File: src/sv/sgr_pkg.sv
// Package for the scaled glyph row renderer: font geometry, field widths,
// beat layouts and the structs passed between the renderer's modules.
// No dependencies.
package sgr_pkg;

	// Font geometry.
	localparam int GLYPH_WIDTH  = 8;
	localparam int GLYPH_HEIGHT = 16;
	localparam int GLYPH_COUNT  = 95;
	localparam int MAX_ZOOM     = 8;
	localparam int STORE_DEPTH  = GLYPH_COUNT * GLYPH_HEIGHT;

	localparam int ADDR_W  = $clog2(STORE_DEPTH);
	localparam int ROW_W   = $clog2(GLYPH_HEIGHT);
	localparam int COL_W   = $clog2(GLYPH_WIDTH);
	localparam int GLYPH_W = $clog2(GLYPH_COUNT);

	// Character codes.
	localparam logic [7:0] FIRST_CODE    = 8'd32;  // space
	localparam logic [7:0] LAST_CODE     = 8'd126; // tilde
	localparam logic [7:0] FALLBACK_CODE = 8'd63;  // question mark

	// Function selector carried in the input tuser.
	localparam logic FUNC_LOAD   = 1'b0;
	localparam logic FUNC_RENDER = 1'b1;

	// Result status carried in the output tuser.
	localparam logic STATUS_OK      = 1'b0;
	localparam logic STATUS_INVALID = 1'b1;

	// Field widths.
	localparam int FONT_ADDR_W = 11;
	localparam int FONT_BYTE_W = 8;
	localparam int CODE_W      = 8;
	localparam int ORIGIN_W    = 16;
	localparam int SROW_W      = 7;
	localparam int ZOOM_W      = 4;
	localparam int COLOR_W     = 24;
	localparam int PIX_W       = 17;

	// Beat widths, padded to whole bytes.
	localparam int S_DATA_W = 120;
	localparam int M_DATA_W = 64;

	// One input beat, unpacked.
	typedef struct packed {
		logic                   func;
		logic [FONT_ADDR_W-1:0] font_addr;
		logic [FONT_BYTE_W-1:0] font_byte;
		logic [CODE_W-1:0]      char_code;
		logic [ORIGIN_W-1:0]    origin_x;
		logic [ORIGIN_W-1:0]    origin_y;
		logic [SROW_W-1:0]      scaled_row;
		logic [ZOOM_W-1:0]      zoom;
		logic [COLOR_W-1:0]     fg_color;
		logic [COLOR_W-1:0]     bg_color;
		logic                   shadow_on;
	} item_t;

	// Font store access, one port.
	typedef struct packed {
		logic                   wr_en;
		logic                   rd_en;
		logic [ADDR_W-1:0]      addr;
		logic [FONT_BYTE_W-1:0] wdata;
	} mem_req_t;

	// Row divider request and response.
	typedef struct packed {
		logic              start;
		logic [SROW_W-1:0] dividend;
		logic [ZOOM_W-1:0] divisor;
	} div_req_t;

	typedef struct packed {
		logic              done;
		logic [SROW_W-1:0] quot;
	} div_rsp_t;

endpackage

File: src/sv/sgr_pixel_seq.sv
// Sequencer of the glyph row renderer: takes input beats, writes the font
// store, reads one glyph row and emits its pixels through an output register.
// Depends on sgr_pkg.
module sgr_pixel_seq (
	input  logic                            clk,
	input  logic                            arst_n,
	input  sgr_pkg::item_t                  item,
	input  logic                            in_valid,
	output logic                            in_ready,
	output sgr_pkg::mem_req_t               mem_req,
	input  logic [sgr_pkg::FONT_BYTE_W-1:0] rd_data,
	output sgr_pkg::div_req_t               div_req,
	input  sgr_pkg::div_rsp_t               div_rsp,
	output logic                            out_valid,
	input  logic                            out_ready,
	output logic [sgr_pkg::M_DATA_W-1:0]    out_data,
	output logic                            out_status,
	output logic                            out_last
);
	import sgr_pkg::*;

	localparam logic [1:0] ST_IDLE = 2'd0;
	localparam logic [1:0] ST_DIV  = 2'd1;
	localparam logic [1:0] ST_READ = 2'd2;
	localparam logic [1:0] ST_EMIT = 2'd3;

	logic [1:0]           state_q;
	logic                 acc;
	logic                 slot_free;
	logic                 req_ok;
	logic                 reject;
	logic                 load_hit;
	logic [7:0]           code_fix;
	logic [GLYPH_W-1:0]   glyph_idx;

	logic [GLYPH_W-1:0]   glyph_q;
	logic [ZOOM_W-1:0]    zoom_q;
	logic [PIX_W-1:0]     x_q;
	logic [PIX_W-1:0]     y_q;
	logic [COLOR_W-1:0]   fg_q;
	logic [COLOR_W-1:0]   bg_q;
	logic                 shadow_q;
	logic [ADDR_W-1:0]    rd_addr_q;
	logic [COL_W-1:0]     col_q;
	logic [ZOOM_W-1:0]    rep_q;

	logic [COL_W-1:0]     bit_idx;
	logic [COL_W-1:0]     left_idx;
	logic                 cur_bit;
	logic                 left_bit;
	logic                 rep_end;
	logic                 row_end;
	logic                 emit;
	logic [COLOR_W-1:0]   pix_color;

	logic                 m_valid_q;
	logic [M_DATA_W-1:0]  m_data_q;
	logic                 m_status_q;
	logic                 m_last_q;

	// Handshake: the output register must be free or draining.
	assign slot_free = !m_valid_q || out_ready;
	assign in_ready  = (state_q == ST_IDLE) && slot_free;
	assign acc       = in_valid && in_ready;

	// Request checks and glyph selection.
	assign req_ok = (item.zoom != '0) && (32'(item.zoom) <= MAX_ZOOM)
		&& (32'(item.scaled_row) < GLYPH_HEIGHT * 32'(item.zoom));
	assign reject = acc && (item.func == FUNC_RENDER) && !req_ok;
	assign load_hit = 32'(item.font_addr) < STORE_DEPTH;
	assign code_fix = (item.char_code < FIRST_CODE || item.char_code > LAST_CODE)
		? FALLBACK_CODE : item.char_code;
	assign glyph_idx = GLYPH_W'(code_fix - FIRST_CODE);

	// Font store port: loads in idle, the row read after the division.
	always_comb begin
		mem_req.wr_en = acc && (item.func == FUNC_LOAD) && load_hit;
		mem_req.rd_en = (state_q == ST_READ);
		mem_req.addr  = mem_req.rd_en ? rd_addr_q : ADDR_W'(item.font_addr);
		mem_req.wdata = item.font_byte;
	end

	assign div_req.start    = acc && (item.func == FUNC_RENDER) && req_ok;
	assign div_req.dividend = item.scaled_row;
	assign div_req.divisor  = item.zoom;

	// Pixel of the current column; the left neighbor of column zero is clear.
	assign bit_idx   = COL_W'(GLYPH_WIDTH - 1) - col_q;
	assign left_idx  = bit_idx + COL_W'(1);
	assign cur_bit   = rd_data[bit_idx];
	assign left_bit  = (col_q != '0) && rd_data[left_idx];
	assign pix_color = (shadow_q && !cur_bit && left_bit) ? '0
		: (cur_bit ? fg_q : bg_q);
	assign rep_end   = rep_q == ZOOM_W'(zoom_q - ZOOM_W'(1));
	assign row_end   = rep_end && (col_q == COL_W'(GLYPH_WIDTH - 1));
	assign emit      = (state_q == ST_EMIT) && slot_free;

	// State and output valid; a beat stays valid until taken, and a new pixel
	// or a rejected request fills the register.
	always_ff @(posedge clk or negedge arst_n) begin
		if (!arst_n) begin
			state_q   <= ST_IDLE;
			m_valid_q <= 1'b0;
		end else begin
			m_valid_q <= (m_valid_q && !out_ready) || reject || emit;
			case (state_q)
				ST_IDLE: begin
					if (div_req.start) begin
						state_q <= ST_DIV;
					end
				end
				ST_DIV: begin
					if (div_rsp.done) begin
						state_q <= ST_READ;
					end
				end
				ST_READ: begin
					state_q <= ST_EMIT;
				end
				ST_EMIT: begin
					if (emit && row_end) begin
						state_q <= ST_IDLE;
					end
				end
				default: begin
					state_q <= ST_IDLE;
				end
			endcase
		end
	end

	// Request registers and column counters.
	always_ff @(posedge clk) begin
		if (acc) begin
			glyph_q  <= glyph_idx;
			zoom_q   <= item.zoom;
			x_q      <= PIX_W'(item.origin_x);
			y_q      <= PIX_W'(item.origin_y) + PIX_W'(item.scaled_row);
			fg_q     <= item.fg_color;
			bg_q     <= item.bg_color;
			shadow_q <= item.shadow_on;
			col_q    <= '0;
			rep_q    <= '0;
		end
		if (state_q == ST_DIV && div_rsp.done) begin
			rd_addr_q <= ADDR_W'(glyph_q) * ADDR_W'(GLYPH_HEIGHT)
				+ ADDR_W'(div_rsp.quot[ROW_W-1:0]);
		end
		if (emit) begin
			x_q <= x_q + PIX_W'(1);
			if (rep_end) begin
				rep_q <= '0;
				col_q <= col_q + COL_W'(1);
			end else begin
				rep_q <= rep_q + ZOOM_W'(1);
			end
		end
	end

	// Output payload register.
	always_ff @(posedge clk) begin
		if (reject) begin
			m_data_q   <= '0;
			m_status_q <= STATUS_INVALID;
			m_last_q   <= 1'b1;
		end else if (emit) begin
			m_data_q   <= M_DATA_W'({pix_color, y_q, x_q});
			m_status_q <= STATUS_OK;
			m_last_q   <= row_end;
		end
	end

	assign out_valid  = m_valid_q;
	assign out_data   = m_data_q;
	assign out_status = m_status_q;
	assign out_last   = m_last_q;

endmodule

File: config.mk
export PLATFORM = sky130hd
export DESIGN_NAME = sgr_pixel_seq
export DESIGN_NICKNAME = d
export VERILOG_FILES = /design/src/sv/sgr_pkg.sv /design/src/sv/sgr_pixel_seq.sv
export SDC_FILE = /design/constraint.sdc
export NUM_CORES = 1
export LEC_CHECK = 0
export BUFFER_PORTS_ARGS = -buffer_cell sky130_fd_sc_hd__buf_2
export CAP_MARGIN = 20
export CORE_MARGIN = 4
export CORE_UTILIZATION = 46
export CTS_CLUSTER_SIZE = 24
export DETAILED_ROUTE_END_ITERATION = 16
export GPL_ROUTABILITY_DRIVEN = 0
export PLACE_DENSITY = 0.87
export SYNTH_ARGS = -nofsm -noshare
export SYNTH_HDL_FRONTEND = slang
export SYNTH_SLANG_ARGS = --single-unit
File: constraint.sdc
create_clock -name clk -period 3.2 [get_ports clk]
set_clock_uncertainty 0.2 [all_clocks]
set_input_delay 0.32 -clock clk [delete_from_list [all_inputs] [get_ports clk]]
set_output_delay 0.32 -clock clk [all_outputs]
set_load 0.02 [all_outputs]
[Word level (Yosys, flattened, before mapping)]
Index checks and enable logic that the tools add are counted.
Widths: inputs -> output; s select.
Operators by class
  shifts and indexed selects: 0
  $lt $le $gt $ge: 7
  $mul: 0
  multiplexer cells: 20
  eq/ne operators: 8
  divide/modulo/power cells: 0
  add/subtract/negate cells: 9
  bitwise gates (word level): 1
  reduce and logical (&&, ||, !) cells: 30
Operators by type and width (count)
  $mux 24: 2
  $mux 17: 2
  $add 16x7->17: 1
  $add 17x1->17 const B: 1
  $logic_and 1x1->1: 17
  $mux 4: 3
  $add 11x4->11: 1
  $lt 11x11->1 const B: 1
  $mux 11: 1
  $mux 3: 3
  $gt 8x7->1 const B: 1
  $lt 3x4->1 const B: 2
  $lt 7x8->1: 1
  $lt 8x6->1 const B: 1
  $pmux 2 s4: 1
  $mux 7: 1
  $sub 7x6->7 const B: 1
  $add 3x1->3 const B: 2
  $bmux 1 s3: 2
  $mux 2: 3
  $add 4x1->4 const B: 1
  $eq 2x2->1 const B: 2
  $eq 4x4->1: 1
  $le 4x4->1 const B: 1
  other kinds (15): 23
Storage, ports and cells
  register bits: 175
  memory bits (writable): 0
  output and inout bits: 101
  latch bits: 0
  memories kept: 0
  memory bits (read-only): 0
  input port bits: 140

[Logic depth before layout (Yosys ltp)]
  depth in word-level cells: 8
  gate-level depth with buffers: 10
  depth with buffers taken out: 8

[Worst setup path after synthesis]
Ideal clock, no wire load.
  path type: register to register
  start point: register state_q[0]
  end point: register bg_q[0] (enable)
  data required time: 2.568 ns
  path buffers: 0
  data arrival time: 2.380 ns
  cell stages (with the launch flop): 5
  slack: 0.188 ns
  cells stage by stage: dfrtp_1 inv_1 ha_1 nand3_1 inv_1
On the way
  longest elaborated chain between the ends: 3
RTL lines
  start, declared: RTL line sgr_pixel_seq.sv:27  | logic [1:0] state_q;
  start signal, assigned: RTL line sgr_pixel_seq.sv:102  | state_q <= ST_IDLE;
  start signal, assigned: RTL line sgr_pixel_seq.sv:109  | state_q <= ST_DIV;
  start signal, assigned: RTL line sgr_pixel_seq.sv:114  | state_q <= ST_READ;
  $logic_not 2->1: RTL line sgr_pixel_seq.sv:63  | assign in_ready = (state_q == ST_IDLE) && slot_free;
  $logic_and 1x1->1: RTL line sgr_pixel_seq.sv:63
  $logic_and 1x1->1: RTL line sgr_pixel_seq.sv:64  | assign acc = in_valid && in_ready;
  via acc: RTL line sgr_pixel_seq.sv:28  | logic acc;
  end signal, assigned: RTL line sgr_pixel_seq.sv:140  | bg_q <= item.bg_color;
  end, declared: RTL line sgr_pixel_seq.sv:41  | logic [COLOR_W-1:0] bg_q;
The timed path passes the listed nets, and every way through them passes these cells.
A chain may end at the register's enable or synchronous reset.

==> run_results.csv <==
group,metric,value,unit
global_route,grt_max_degree,67,
timing,hold_viol,0,
place,hpwl,13000,µm
timing,finalSetupViolCount,0,
place,numPortBuffers,215,
route,vias,5866,
global_route,track_usage,20.65,%
global_route,grt.overflow.total,0,
cells_and_area,fin_util,62.64,%
cells_and_area,layout.area.seq,0.004609,mm²
critical_path,ff2ff_path_depth,5,
pwr,pwr-share-seq,40.6,%
critical_path,cp_data_arrival_time,2270,ps
critical_path,regToRegStartpoint,"col_q[0]",
clocking,max-clock-path-buffers,2,
pwr,power.share.combinational,33.4,%
timing,tns,0,ps
timing,period_share,87.14,%
synthesis,synth_edf_count,109,
pwr,ir_drop,0.4017,mV
run,max_cap_viol_count,0,
critical_path,cp_max_fo,4,
floorplan,die_y,135.9,µm
clocking,htree_levels,4,
route,firstDrtPassIters,7,
pwr,switching_power,3129,µW
critical_path,worst-setup-path-type,"in2out",
pwr,leakagePower,0.004180,µW
worst_hold_path,holdPathStages,3,
worst_hold_path,min_to,"x_q[12]",
synthesis,synthArstFlopShare,1.714,%
worst_hold_path,hp-start,"item[88]",
clocking,cts_inserted_buffers,17,
critical_path,r2r_setup_slack,450,ps
cells_and_area,mostFrequentLayoutCells,"215 x buf_2, 109 x edfxtp_1, 103 x nand2_1",
clocking,worstSkewPairLatency,420,ps
floorplan,die_w,135.9,µm
clocking,cts_tree,"yes",
cells_and_area,drive_gt1_share,29.96,%
cells_and_area,layout_commonest_cell,"buf_2",
pwr,switching_share,35.26,%
floorplan,core,0.01594,mm²
clocking,clk_pin_slew_worst_paths,70,ps
synthesis,yosysWarnings,0,
floorplan,rows,46,
floorplan,start_util,47.21,%
route,wl_per_cell,17.19,µm
route,avgViaCountPerCell,5.214,
clocking,cts_root_buffer,"clkbuf_16",
synthesis,syn_area_per_cell,12.00,µm²
timing,tightest_slew,1002,ps
cells_and_area,area_delta_synth_final,32.70,%
route,wl,19340,µm
synthesis,syn_area,0.007526,mm²
global_route,grt_pass1_wl,29640,µm
clocking,post_cts_resized,0,
synthesis,synthCells,627,
worst_hold_path,hold_path_class,"in2reg",
cells_and_area,multi_input_area,0.002497,mm²
pwr,intPower,5744,µW
timing,maxSlewViolCount,0,
timing,slew-limit-headroom,33.23,%
pwr,pwr-share-clk,26.0,%
critical_path,crit_required,2680,ps
critical_path,regToRegEndpoint,"out_data[49]",
route,drc,0,
global_route,antenna_found_initial,1,
critical_path,start_kind,"primary input",
critical_path,critPathCaptureType,"output pin",
synthesis,ys.flop_type,"edfxtp_1",
floorplan,io_pins,241,
synthesis,seq_area_frac_synth,61.25,%
synthesis,synth_seq_cells,175,
clocking,cts_sinks,175,
synthesis,ys_types,57,
outcome,status,"complete, no violations",
pwr,p_per_area,888.4,mW/mm²
timing,rsz0062_at_grt,"no",
timing,period_needed,2788,ps
timing,clock.fmax,358.6,MHz
cells_and_area,nNetsFinal,1056,
route,drtAntennaViolNets,0,
global_route,grt_pass1_vias,5936,
floorplan,die_area,0.01847,mm²
cells_and_area,fillCellCount,1210,
route,dr.first_iter.drc_count,342,
## worst max path at each step
stage               start           end  slack [ps]  depth (start not counted)
3_3_place_gp     col_q[0]  out_data[51]         610                          5
4_1_cts          item[51]   div_req[11]         420                          8
6_report         item[51]   div_req[11]         410                          8
3_5_place_dp     col_q[0]  out_data[49]         460                          5
2_1_floorplan  state_q[0]       bg_q[0]         190                          4
5_1_grt          col_q[0]  out_data[49]         270                          5
## synth_stat cells (5+ instances only)
cell | number | area (µm²)
edfxtp_1 | 109 | 3273
xor2_1 | 19 | 166.4
xnor2_1 | 14 | 122.6
inv_1 | 16 | 60.06
nand4_1 | 6 | 37.54
buf_4 | 25 | 187.7
nand2_1 | 103 | 386.6
mux2_2 | 11 | 123.9
o21ai_1 | 19 | 95.09
a21oi_1 | 42 | 210.2
o21a_1 | 5 | 37.54
ha_1 | 20 | 250.2
clkbuf_1 | 13 | 48.80
nand3_1 | 14 | 70.07
nor2_1 | 38 | 142.6
and3_1 | 6 | 37.54
a222oi_1 | 24 | 240.2
dfxtp_1 | 63 | 1261
nor2b_1 | 6 | 37.54
nor3_1 | 7 | 35.03
buf_6 | 6 | 67.56
## power groups by stage
stage | Clock (µW) | Sequential [µW] | Combinational [µW]
2_1_floorplan | 0 | 3980 | 1650
3_3_place_gp | 0 | 3590 | 2790
3_5_place_dp | 0 | 3620 | 2890
4_1_cts | 2330 | 3590 | 2970
5_1_grt | 2440 | 3670 | 3240
6_report | 2310 | 3600 | 2960
## final cells by class
cell class / instances / share of cell area [%]
Sequential cell: 175 / 46.15
Multi-Input combinational cell: 389 / 25.01
Timing Repair Buffer: 296 / 18.94
Clock buffer: 18 / 4.297
Tap cell: 216 / 2.706
Clock inverter: 14 / 2.268
Inverter: 16 / 0.6014
Antenna cell: 1 / 0.02506
## per-layer routing
metal	wire, µm	global-route usage, %	share of wire [%]
met1	7373	22.83	38
met2	10220	37.17	53
met3	1032	5.292	5.3
met4	696	9.574	3.6
met5	15	0	0.078
## registers in the layout (all words and copies together), names as in the netlist, 2 cells and up
register	flops
bg_q	24
col_q	3
fg_q	24
glyph_q	7
out_data	58
rd_addr_q	11
rep_q	4
state_q	2
x_q	17
y_q	17
zoom_q	4
## cells by family (layout without fill, tap and decap cells)
kind of cell	Yosys count	in the layout	share of synthesized area, %
adder cells (fa/ha/maj)	21	21	3.591
AO/OA/AOI/OAI	109	109	9.826
buffers and inverters	68	344	5.819
other	1	7	0.04983
multiplexers	18	18	3.192
XOR/XNOR	34	34	4.140
flip-flops	175	175	61.25
AND/OR/NAND/NOR	201	201	12.14
## what timing repair did
| action | in CTS | in global routing |
|---|---|---|
| hold buffers | 73 | 0 |
| setup buffers | 0 | 0 |
| hold endpoints to repair | 75 | 0 |
## worst max-delay path: stages
cell,delay (ps)
dlygate4sd3_1,530
buf_2,150
inv_1,50
ha_1,180
or3_1,390
o21ai_1,290
nor2b_1,170
buf_2,180
## stage by stage
step | cell area (µm²) | power, µW | setup slack [ps] | instances | hold WS [ps]
final | 9987 | 8873 | 411.6 | 1125 | 13.55
after global routing | 9985 | 9352 | 268.2 | 1124 | 1.614
after CTS | 9985 | 8884 | 424.8 | 1124 | 0.5803
after detailed placement | 8598 | 6519 | 456.9 | 1019 | -79.04
after global placement | 8598 | 6377 | 614.6 | 1019 | -80.02
after floorplan | 7545 | 5635 | 187.8 | 632 | -175.6
No activity file was read; power rests on OpenSTA's default activity.
