**src/sv/sgr_pkg.sv**
```systemverilog
// Package for the scaled glyph row renderer: font geometry, field widths,
// beat layouts and the structs passed between the renderer's modules.
// No dependencies.
package sgr_pkg;

	// Font geometry.
	localparam int GLYPH_WIDTH  = 8;
	localparam int GLYPH_HEIGHT = 16;
	localparam int GLYPH_COUNT  = 95;
	localparam int MAX_ZOOM     = 8;
	localparam int STORE_DEPTH  = GLYPH_COUNT * GLYPH_HEIGHT;

	localparam int ADDR_W  = $clog2(STORE_DEPTH);
	localparam int ROW_W   = $clog2(GLYPH_HEIGHT);
	localparam int COL_W   = $clog2(GLYPH_WIDTH);
	localparam int GLYPH_W = $clog2(GLYPH_COUNT);

	// Character codes.
	localparam logic [7:0] FIRST_CODE    = 8'd32;  // space
	localparam logic [7:0] LAST_CODE     = 8'd126; // tilde
	localparam logic [7:0] FALLBACK_CODE = 8'd63;  // question mark

	// Function selector carried in the input tuser.
	localparam logic FUNC_LOAD   = 1'b0;
	localparam logic FUNC_RENDER = 1'b1;

	// Result status carried in the output tuser.
	localparam logic STATUS_OK      = 1'b0;
	localparam logic STATUS_INVALID = 1'b1;

	// Field widths.
	localparam int FONT_ADDR_W = 11;
	localparam int FONT_BYTE_W = 8;
	localparam int CODE_W      = 8;
	localparam int ORIGIN_W    = 16;
	localparam int SROW_W      = 7;
	localparam int ZOOM_W      = 4;
	localparam int COLOR_W     = 24;
	localparam int PIX_W       = 17;

	// Beat widths, padded to whole bytes.
	localparam int S_DATA_W = 120;
	localparam int M_DATA_W = 64;

	// One input beat, unpacked.
	typedef struct packed {
		logic                   func;
		logic [FONT_ADDR_W-1:0] font_addr;
		logic [FONT_BYTE_W-1:0] font_byte;
		logic [CODE_W-1:0]      char_code;
		logic [ORIGIN_W-1:0]    origin_x;
		logic [ORIGIN_W-1:0]    origin_y;
		logic [SROW_W-1:0]      scaled_row;
		logic [ZOOM_W-1:0]      zoom;
		logic [COLOR_W-1:0]     fg_color;
		logic [COLOR_W-1:0]     bg_color;
		logic                   shadow_on;
	} item_t;

	// Font store access, one port.
	typedef struct packed {
		logic                   wr_en;
		logic                   rd_en;
		logic [ADDR_W-1:0]      addr;
		logic [FONT_BYTE_W-1:0] wdata;
	} mem_req_t;

	// Row divider request and response.
	typedef struct packed {
		logic              start;
		logic [SROW_W-1:0] dividend;
		logic [ZOOM_W-1:0] divisor;
	} div_req_t;

	typedef struct packed {
		logic              done;
		logic [SROW_W-1:0] quot;
	} div_rsp_t;

endpackage

```
**src/sv/sgr_row_div.sv**
```systemverilog
// Restoring divider for the glyph row index: scaled_row / zoom, one
// quotient bit per cycle. Depends on sgr_pkg.
module sgr_row_div (
	input  logic              clk,
	input  logic              arst_n,
	input  sgr_pkg::div_req_t req,
	output sgr_pkg::div_rsp_t rsp
);
	import sgr_pkg::*;

	localparam int CNT_W = $clog2(SROW_W);

	logic                 busy_q;
	logic                 done_q;
	logic [CNT_W-1:0]     cnt_q;
	logic [SROW_W-1:0]    dvd_q;
	logic [ZOOM_W-1:0]    dvs_q;
	logic [ZOOM_W-1:0]    rem_q;
	logic [ZOOM_W:0]      trial;
	logic                 fits;

	// Shift the next dividend bit into the partial remainder and try the divisor.
	assign trial = {rem_q, dvd_q[SROW_W-1]};
	assign fits  = trial >= {1'b0, dvs_q};

	// Control.
	always_ff @(posedge clk or negedge arst_n) begin
		if (!arst_n) begin
			busy_q <= 1'b0;
			done_q <= 1'b0;
			cnt_q  <= '0;
		end else begin
			done_q <= 1'b0;
			if (req.start) begin
				busy_q <= 1'b1;
				cnt_q  <= '0;
			end else if (busy_q) begin
				if (cnt_q == CNT_W'(SROW_W - 1)) begin
					busy_q <= 1'b0;
					done_q <= 1'b1;
				end
				cnt_q <= cnt_q + CNT_W'(1);
			end
		end
	end

	// Datapath; quotient bits enter at the bottom of the dividend register.
	always_ff @(posedge clk) begin
		if (req.start) begin
			dvd_q <= req.dividend;
			dvs_q <= req.divisor;
			rem_q <= '0;
		end else if (busy_q) begin
			dvd_q <= {dvd_q[SROW_W-2:0], fits};
			rem_q <= fits ? ZOOM_W'(trial - {1'b0, dvs_q}) : trial[ZOOM_W-1:0];
		end
	end

	assign rsp.done = done_q;
	assign rsp.quot = dvd_q;

endmodule

```
**config.mk**
```make
export PLATFORM = sky130hd
export DESIGN_NAME = sgr_row_div
export DESIGN_NICKNAME = d
export VERILOG_FILES = /design/src/sv/sgr_pkg.sv /design/src/sv/sgr_row_div.sv
export SDC_FILE = /design/constraint.sdc
export NUM_CORES = 1
export LEC_CHECK = 0
export BUFFER_PORTS_ARGS = -buffer_cell sky130_fd_sc_hd__clkbuf_2
export CAP_MARGIN = 20
export CORE_MARGIN = 1
export CORE_UTILIZATION = 45
export DETAILED_ROUTE_END_ITERATION = 6
export PLACE_DENSITY = 0.64
export SYNTH_ARGS = -nofsm -noshare
export SYNTH_HDL_FRONTEND = slang
export SYNTH_SLANG_ARGS = --single-unit
```
**constraint.sdc**
```tcl
create_clock -name clk -period 3 [get_ports clk]
set_clock_uncertainty 0.2 [all_clocks]
set_input_delay 0.3 -clock clk [delete_from_list [all_inputs] [get_ports clk]]
set_output_delay 0.3 -clock clk [all_outputs]
set_load 0.005 [all_outputs]
```
---- After elaboration in Yosys (flattened, before gate mapping) ----
Cells that the tools add are included.
storage, ports and cells
  register bits after elaboration ......... 20
cells by class
  $add $sub $neg .......................... 2
  order comparisons ....................... 1
  equal/unequal tests ..................... 1
  multiplexer cells ....................... 11
  reduce and logical (&&, ||, !) cells .... 1
operator list
  kind                                                           number
  7-bit 2-to-1 mux                                               2
  1-bit 2-to-1 mux                                               6
  3-bit 2-to-1 mux                                               2
  5-bit by 4-bit greater-or-equal comparator with 1-bit output   1
  4-bit 2-to-1 mux                                               1
  4-bit subtractor                                               1
  3-bit by 1-bit adder with 3-bit output, second input constant  1
  3-bit == test, second input constant                           1
  2-bit nonzero test                                             1

---- Depth between registers and ports, before layout ----
Gate-level depths: netlist of the first run.
  word-level depth ........................ 4
  depth in mapped cells ................... 6
  mapped depth without buffers ............ 6

---- Worst setup path before layout of the first run ----
No wires, ideal clock.
  path type ............................... register -> register
  start point ............................. register dvs_q[1]
  end point ............................... register dvd_q[0], data pin
  data arrival time ....................... 1570 ps
  slack ................................... 970 ps
  stages on the path, launching flop included .. 7
  period minus slack after synthesis ...... 2030 ps
  cells stage by stage .................... edfxtp_1 -> inv_1 -> ha_1 -> nor2b_1 -> o221a_4 -> or2_4 -> mux2_2
between the ends
  longest elaborated chain between the ends .. 3
ends and longest elaborated chain
  what                                                          line               RTL
  start, declared                                               sgr_row_div.sv:17  logic [ZOOM_W-1:0] dvs_q;
  start signal, assigned                                        sgr_row_div.sv:51  dvs_q <= req.divisor;
  5-bit by 4-bit greater-or-equal comparator with 1-bit output  sgr_row_div.sv:24  assign fits = trial >= {1'b0, dvs_q};
  7-bit 2-to-1 mux                                              sgr_row_div.sv:53  end else if (busy_q) begin
  7-bit 2-to-1 mux                                              sgr_row_div.sv:49  if (req.start) begin
  end signal, assigned                                          sgr_row_div.sv:50  dvd_q <= req.dividend;
  end signal, assigned                                          sgr_row_div.sv:54  dvd_q <= {dvd_q[SROW_W-2:0], fits};
  end, declared                                                 sgr_row_div.sv:16  logic [SROW_W-1:0] dvd_q;
Every way passes these cells. The select of a mux whose other input is x is not followed.
A chain may end at the register's enable or synchronous reset.

---- Worst setup path in the final report of the first run ----
Same ends and word-level chain as after synthesis.

==> summary.txt, run 1 <==
Drt
  • First drt pass iteration count: 2
  • Total wire length: 1588 um
  • Detailed-route DRC error count: 0
  • Routed wire per std cell: around 12 um
  • DRT antenna net count: 0
  • Iteration-0 DRC Markers: 6
  • Routed via count: 678
  • Via/cell ratio: 5.022

STA
  • Worst-Margin Slew: 0.4453 ns
  • Total negative slack: 0 ns
  • Max-slew violations: 0
  • Fin crit share: 0.7006
  • Max Clk Rate: 0.4758 GHz
  • Min cycle time layout: roughly 2.1 ns
  • Max transition margin: 0.7031
  • RSZ-0062 raised after global routing: no
  • Final count of hold timing violations: 0
  • Final Setup Violations: 0

Global route
  • Vias in the first global route: roughly 640
  • Gr usage total: 0.1494
  • First-pass GRT wire length: around 2700 um
  • Largest net degree at the start of global routing: 23
  • Initial antenna violation count: 0
  • Total grt overflow: 0

Power
  • Lkg Pwr: between 0.0005 and 0.0006 uW
  • Tot Pwr: 771.6 uW
  • Peak VDD IR: about 0.00036 V
  • Pwr dens: 641.1 nW/um^2

Synthesis
  • Post-Synth XOR/XNOR Area: 0.02605
  • Proportion of synthesized area in mux cells: 0.08809
  • Part of the Yosys area used for sequential elements: 0.5310
  • Cell area after synthesis: 1008 sq um
  • Yosys cell types: 32
  • Synthesized area per cell: 12.30 sq um
  • Net count after synthesis: 103
  • Adder-Cell Fraction of Synth Area: 0.09429
  • Main combinational cell family by area after synthesis: simple AND/OR/NAND/NOR gates
  • Simple-gate portion of the synthesized area: 0.1129
  • Mapped Cells: 82
  • Post-synthesis compound-gate area fraction: 0.09801
  • Flops & latches, synth: 20
  • YS warnings: 0

Clock tree
  • CTS Buf Count: 3
  • CTS Hold Bufs: 5
  • Num Clock Sinks: 20
  • Bufs on Longest Clock Path: 2
  • Root Buffer: clkbuf_4
  • Worst-path clk slew: 0.11 ns
  • # Post-CTS Setup Buffers: 0
  • H-tree Lvls: 1
  • CTS tree: done
  • Clk Latency, worst-skew pair: 0.29 ns
  • CTS resizes: 0

Status
  • Status: complete, no violations

Final layout
  • Register area: ~540 sq um
  • Share of cells above drive strength 1: 0.3241
  • Layout area overhead: 19.35%
  • Area occupied by multi-input gates: 422.9 sq um
  • # diodes: 0
  • Fill count: 178
  • Layout net count: 130

Critical path
  • Critical register-to-register path startpoint: dvs_q[1]
  • Crit path kind: reg2reg
  • Critical Path Sink Type: flop
  • R2r worst-path depth: 6
  • CP Launch Type: flop
  • CP startpoint: dvs_q[1]
  • Req. time, crit path: 2.86 ns
  • Critical path data arrival time: 1.96 ns
  • Worst R2R Setup Slack: between 0.8 and 0.9 ns
  • Crit path max fanout: 5

Place
  • Hpwl dp: between 1000 and 1500 um
  • GPL Wtd Cong: about 0.8
  • Port Buffers: 21

Floorplanning
  • Die Height: 49.34 um
  • Top-Level Pins: 22
  • Initial core utilization: 0.4939
  • Core ar.: just over 2000 sq um
  • DIE AREA: about 2400 sq um
  • Die X: 49.34 um
  • # rows: 16

Worst hold path
  • Worst Hold Depth: 2
  • Hold WC Path Type: in2reg
  • Hold path start: req[6]

Flow run
  • Max cap viols: 0
Yosys cell counts:
master / instances / share of area
or3b_2: 1 / 0.0087
o21ai_0: 1 / 0.0050
nor4b_1: 2 / 0.017
clkbuf_1: 1 / 0.0037
o22ai_1: 2 / 0.012
xor2_1: 2 / 0.017
or2_2: 1 / 0.0062
nor3b_1: 1 / 0.0074
dfxtp_1: 4 / 0.079
edfxtp_1: 11 / 0.33
nand2_1: 4 / 0.015
dfrtp_1: 5 / 0.12
ha_1: 6 / 0.074
nand4_1: 1 / 0.0062
xnor2_1: 1 / 0.0087
o221a_4: 1 / 0.020
mux2_2: 7 / 0.078
fa_1: 1 / 0.020
buf_2: 1 / 0.0050
o21ai_1: 1 / 0.0050
or2_1: 1 / 0.0062
o21bai_1: 2 / 0.015
o311ai_1: 1 / 0.0087
a311oi_1: 2 / 0.017
nor2b_1: 3 / 0.019
mux2i_1: 1 / 0.0099
buf_1: 1 / 0.0037
buf_4: 1 / 0.0074
or2_4: 1 / 0.0087
nor2_1: 5 / 0.019
a21o_1: 2 / 0.015
inv_1: 8 / 0.030
routing by layer:
metal  GRT usage  up-vias  wire length, um
li1            -      342                -
met1      0.1796      315              754
met2      0.2489       17              737
met3     0.03427        4               70
met4     0.07353        0               26
met5           0        -                0
report_power, final:
group          switching (uW)  internal [uW]
combinational             123            137
sequential               36.2            347
clock                    79.7           48.4
total                     239            533
critical path, cell delays in order, from the launching register on:
cell      delay, ns
edfxtp_1       0.43
inv_1          0.08
ha_1           0.23
nor2b_1        0.15
o221a_4        0.26
or2_4          0.25
mux2_2         0.26
registers in the layout, summed over array words and instances, names as in the netlist:
signal  cells
dvd_q       7
cnt_q       3
busy_q      1
rem_q       4
dvs_q       4
done_q      1
cells by family (layout without fill, tap and decap cells):
kind of cell,Yosys count,count (layout)
DFF,20,20
and+or+nand+nor,20,20
AOI/OAI and AO/OA,12,12
buffers and inverters,12,38
muxes,8,8
adders and majority gates,7,7
xor gates and xnor gates,3,3
path summary, 6_finish.rpt:
path / end
setup / recovery: dvd_q[0]
hold / removal: dvd_q[2]
setup reg to reg: dvd_q[0]
hold reg to reg: rem_q[3]
max in group asynchronous: done_q
min in group asynchronous: cnt_q[2]
final cells by class:
type / count / area share
clock inverter: 1 / 0.003119
sequential: 20 / 0.4449
tap: 27 / 0.02807
timing repair buffer: 26 / 0.1289
multi-input combinational: 50 / 0.3514
clock buffer: 3 / 0.01871
inverter: 8 / 0.02495
cell usage in the layout, fill, tap and decap left out, types with 2 or more instances in the layout:
| cell | Yosys | final |
|---|---|---|
| nand2_1 | 4 | 4 |
| clkbuf_2 | 0 | 21 |
| mux2_2 | 7 | 7 |
| a21o_1 | 2 | 2 |
| inv_1 | 8 | 8 |
| ha_1 | 6 | 6 |
| nor4b_1 | 2 | 2 |
| nor2_1 | 5 | 5 |
| o22ai_1 | 2 | 2 |
| a311oi_1 | 2 | 2 |
| xor2_1 | 2 | 2 |
| o21bai_1 | 2 | 2 |
| dfrtp_1 | 5 | 5 |
| edfxtp_1 | 11 | 11 |
| clkbuf_4 | 0 | 3 |
| dfxtp_1 | 4 | 4 |
| nor2b_1 | 3 | 3 |
| dlygate4sd3_1 | 0 | 5 |
per-stage QoR:
stage | utilization | hold slack, ns | instance area [sq um] | instances | setup slack [ns]
after floorplan | - | -0.1956 | 1008 | 82 | 0.9703
after global placement | 0.5521 | -0.08126 | 1127 | 126 | 0.9430
after detailed placement | 0.5521 | -0.07811 | 1127 | 126 | 0.9047
after CTS | 0.5895 | 0.09075 | 1204 | 135 | 0.8985
after global routing | 0.5895 | 0.07884 | 1204 | 135 | 0.8407
final | 0.5895 | 0.09845 | 1204 | 135 | 0.8983
Note: power is estimated with default switching activity, not from simulation.
==> inputs of run 2 (changes only) <==
--- a/config.mk
+++ b/config.mk
@@ -5,6 +5,7 @@
 export SDC_FILE = /design/constraint.sdc
 export NUM_CORES = 1
 export LEC_CHECK = 0
+export ABC_AREA = 1
 export BUFFER_PORTS_ARGS = -buffer_cell sky130_fd_sc_hd__clkbuf_2
 export CAP_MARGIN = 20
 export CORE_MARGIN = 1
==> constraint.sdc (replaced) <==
create_clock -name clk -period 2.12 [get_ports clk]
set_clock_uncertainty 0.2 [all_clocks]
set_input_delay 0.212 -clock clk [delete_from_list [all_inputs] [get_ports clk]]
set_output_delay 0.212 -clock clk [all_outputs]
set_load 0.005 [all_outputs]
==> summary.txt, run 2 <==
Place
  • Placed Area: 1114 sq um (was 1127 sq um)
  • DP Cell Count: 153 (was 126)
  • DP Worst Slack: 0.4593 ns (was 0.9047 ns)
  • GPL Wtd Cong: 0.7849 (was 0.8035)
  • Hpwl dp: 1300 um (was 1173 um)
  • Port Buffers: 21 (unchanged)

Critical path
  • CP Cell Sequence: inv_1 -> ha_1 -> a21oi_1 -> nand2_1 -> nand2_2 -> a31oi_1 (was inv_1 -> ha_1 -> nor2b_1 -> o221a_4 -> or2_4 -> mux2_2)
  • Req. time, crit path: 1.97 ns (was 2.86 ns)
  • Crit path max fanout: 6 (was 5)
  • Highest-delay cell along the critical path: edfxtp_1 (unchanged)
  • CP Launch Type: flop (unchanged)
  • CP max stage delay: 0.35 ns (was 0.43 ns)
  • Critical Path Sink Type: flop (unchanged)
  • Critical path data arrival time: 1.53 ns (was 1.96 ns)
  • Crit path kind: reg2reg (unchanged)

Floorplanning
  • Initial core utilization: 0.4919 (was 0.4939)
  • # rows: 16 (unchanged)
  • Die Height: 48.78 um (was 49.34 um)
  • DIE AREA: 2379 sq um (was 2434 sq um)
  • Die X: 48.78 um (was 49.34 um)
  • Core ar.: 2002 sq um (was 2042 sq um)
  • Top-Level Pins: 22 (unchanged)

Synthesis
  • Part of the Yosys area used for sequential elements: 0.5438 (was 0.5310)
  • Net count after synthesis: 128 (was 103)
  • Cell with the most instances after synthesis: nand2_1 (was edfxtp_1)
  • Cell area after synthesis: 984.7 sq um (was 1008 sq um)
  • Area leader, netlist: edfxtp_1 (unchanged)
  • Synth async-reset ratio: 0.2500 (unchanged)
  • YS warnings: 0 (unchanged)
  • Main synth FF type: edfxtp_1 (unchanged)
  • Number of synthesized flops with an enable pin: 11 (unchanged)
  • Adder-Cell Fraction of Synth Area: 0.09657 (was 0.09429)
  • Proportion of synthesized area in mux cells: 0 (was 0.08809)
  • Synth top area share: 0.3355 (was 0.3275)
  • Main combinational cell family by area after synthesis: simple AND/OR/NAND/NOR gates (unchanged)
  • Top cells by count, synth: nand2_1 (38), inv_1 (12), edfxtp_1 (11), nand3_1 (9) (was edfxtp_1 (11), inv_1 (8), mux2_2 (7), ha_1 (6))
  • Post-Synth XOR/XNOR Area: 0.008895 (was 0.02605)
  • Post-synthesis compound-gate area fraction: 0.05337 (was 0.09801)
  • Mapped Cells: 107 (was 82)
  • Synth top area cells: edfxtp_1 (34%), nand2_1 (14%), dfrtp_1 (13%), dfxtp_1 (8.1%), ha_1 (7.6%) (was edfxtp_1 (33%), dfrtp_1 (12%), dfxtp_1 (7.9%), mux2_2 (7.8%), ha_1 (7.4%))
  • Yosys cell types: 18 (was 32)
  • Flops & latches, synth: 20 (unchanged)
  • Simple-gate portion of the synthesized area: 0.2338 (was 0.1129)
  • Synthesized area per cell: 9.203 sq um (was 12.30 sq um)

Final layout
  • # diodes: 0 (unchanged)
  • Most frequent cells in the layout: nand2_1 (38), clkbuf_2 (21), inv_1 (12), edfxtp_1 (11), dlygate4sd3_1 (11) (was clkbuf_2 (21), edfxtp_1 (11), inv_1 (8), mux2_2 (7), ha_1 (6))
  • Max reg flops: 7 (unchanged)
  • Register with the most flip-flops: dvd_q (unchanged)
  • Layout area overhead: 26.94% (was 19.35%)
  • Share of cells above drive strength 1: 0.1986 (was 0.3241)
  • Final Cell Area: 1250 sq um (was 1204 sq um)
  • Area occupied by multi-input gates: 386.6 sq um (was 422.9 sq um)
  • Top Registers: dvd_q x7, dvs_q x4, rem_q x4 (unchanged)
  • Layout net count: 163 (was 130)
  • Most common cell after layout, fill and taps aside: nand2_1 (was clkbuf_2)
  • Fill count: 188 (was 178)
  • Register area: 535.5 sq um (unchanged)
  • Fin cells: 168 (was 135)

STA
  • Max Clk Rate: 0.5939 GHz (was 0.4758 GHz)
  • Total negative slack: 0 ns (unchanged)
  • Worst-Margin Slew: 0.2833 ns (was 0.4453 ns)
  • Final Setup Violations: 0 (unchanged)
  • Final WS setup: 0.4363 ns (was 0.8983 ns)
  • Final count of hold timing violations: 0 (unchanged)
  • Hold WS: 0.05046 ns (was 0.09845 ns)
  • Max-slew violations: 0 (unchanged)
  • Min cycle time layout: 1.684 ns (was 2.102 ns)
  • Fin crit share: 0.7942 (was 0.7006)
  • RSZ-0062 raised after global routing: no (unchanged)
  • Max transition margin: 0.8109 (was 0.7031)

Drt
  • Iteration-0 DRC Markers: 5 (was 6)
  • DRT antenna net count: 0 (unchanged)
  • Total wire length: 1830 um (was 1588 um)
  • Via/cell ratio: 4.607 (was 5.022)
  • Routed via count: 774 (was 678)
  • First drt pass iteration count: 4 (was 2)
  • Detailed-route DRC error count: 0 (unchanged)
  • Routed wire per std cell: 10.89 um (was 11.76 um)

Clock tree
  • Worst-path clk slew: 0.12 ns (was 0.11 ns)
  • Clk Latency, worst-skew pair: 0.30 ns (was 0.29 ns)
  • Bufs on Longest Clock Path: 2 (unchanged)
  • H-tree Lvls: 1 (unchanged)
  • CTS tree: done (unchanged)
  • # Post-CTS Setup Buffers: 0 (unchanged)
  • Num Clock Sinks: 20 (unchanged)
  • Root Buffer: clkbuf_4 (unchanged)
  • CTS Buf Count: 3 (unchanged)

Global route
  • Vias in the first global route: 735 (was 641)
  • Initial antenna violation count: 0 (unchanged)
  • First-pass GRT wire length: 3339 um (was 2691 um)
  • Largest net degree at the start of global routing: 13 (was 23)
  • Total grt overflow: 0 (unchanged)
  • Gr usage total: 0.1873 (was 0.1494)

Power
  • Switching share of power: 0.3442 (was 0.3096)
  • Comb pwr share: 0.365 (was 0.337)
  • Pwr dens: 908.4 nW/um^2 (was 641.1 nW/um^2)
  • Psw: 390.9 uW (was 238.9 uW)
  • Lkg Pwr: 0.0006287 uW (was 0.0005519 uW)
  • Peak VDD IR: 0.0005979 V (was 0.0003623 V)
  • Clk network pwr share: 0.166 (about the same)
  • Sequential Power Share: 0.469 (was 0.497)
  • Internal power: 744.6 uW (was 532.7 uW)

Flow run
  • Max cap viols: 0 (unchanged)

Status
  • Status: complete, no violations (unchanged)

Worst hold path
  • Hold WC Path Type: in2async (was in2reg)
[run 2: cell types whose count changed after synthesis, sizes merged, moves of 2 or more]
| cell | previous run | this run |
|---|---|---|
| a21o | 2 | 0 |
| a21oi | 0 | 3 |
| a311oi | 2 | 0 |
| a31oi | 0 | 2 |
| inv | 8 | 12 |
| mux2 | 7 | 0 |
| nand2 | 4 | 40 |
| nand3 | 0 | 9 |
| nor2b | 3 | 0 |
| nor4b | 2 | 0 |
| o21bai | 2 | 0 |
| o22ai | 2 | 0 |
| or2 | 3 | 0 |
[run 2: area by class of cell]
class                   count  area share
flip-flops and latches     20      0.4284
clock buffers               4     0.02102
inverters                  12     0.03604
well taps                  27     0.02703
repair buffers             33      0.1782
multi-input cells          72      0.3093
[run 2: worst paths after layout]
kind                       cells after the start  endpoint  slack (ns)      from
max in group asynchronous                      2  cnt_q[2]        1.54    arst_n
max                                            6  dvd_q[0]        0.44  dvs_q[2]
min reg2reg                                    2  rem_q[3]        0.26  rem_q[3]
min                                            2    busy_q        0.05    arst_n
max reg2reg                                    6  dvd_q[0]        0.44  dvs_q[2]
min in group clk                               3  dvd_q[0]        0.07    req[4]
[run 2: timing repair]
| action | in CTS | in global routing |
|---|---|---|
| hold buffers | 11 | 0 |
| gates resized for setup | 0 | 0 |
| hold endpoints to repair | 15 | 0 |
[run 2: power by group through the flow]
stage	combinational (uW)	sequential [uW]	clock, uW
after floorplan	310	529	0
after global placement	393	539	0
after detailed placement	401	540	0
after CTS	418	532	195
after global routing	488	542	210
final	414	532	189
[run 2: cells by family after synthesis]
kind of cell               Yosys count
AOI/OAI and AO/OA                    8
xor gates and xnor gates             1
buffers and inverters               15
DFF                                 20
and+or+nand+nor                     56
adders and majority gates            7
[run 2: critical path: cells and delay by family (launching register included)]
family / cells / cell delay, ns
buffers and inverters: 1 / 0.04
and+or+nand+nor: 2 / 0.25
DFF: 1 / 0.35
AOI/OAI and AO/OA: 2 / 0.25
adders and majority gates: 1 / 0.34
[run 2: routing by layer]
| metal | global-route usage | wire length (um) |
|---|---|---|
| met5 | 0 | 0 |
| met4 | 0.08824 | 22 |
| met3 | 0.03738 | 64 |
| met2 | 0.3102 | 885 |
| met1 | 0.2351 | 858 |
[run 2: stage by stage]
step                      total power [uW]  utilization
final                                 1135       0.6244
after global routing                  1240       0.6244
after CTS                             1145       0.6244
after detailed placement             941.7       0.5563
after global placement               932.2       0.5563
after floorplan                      839.4            -
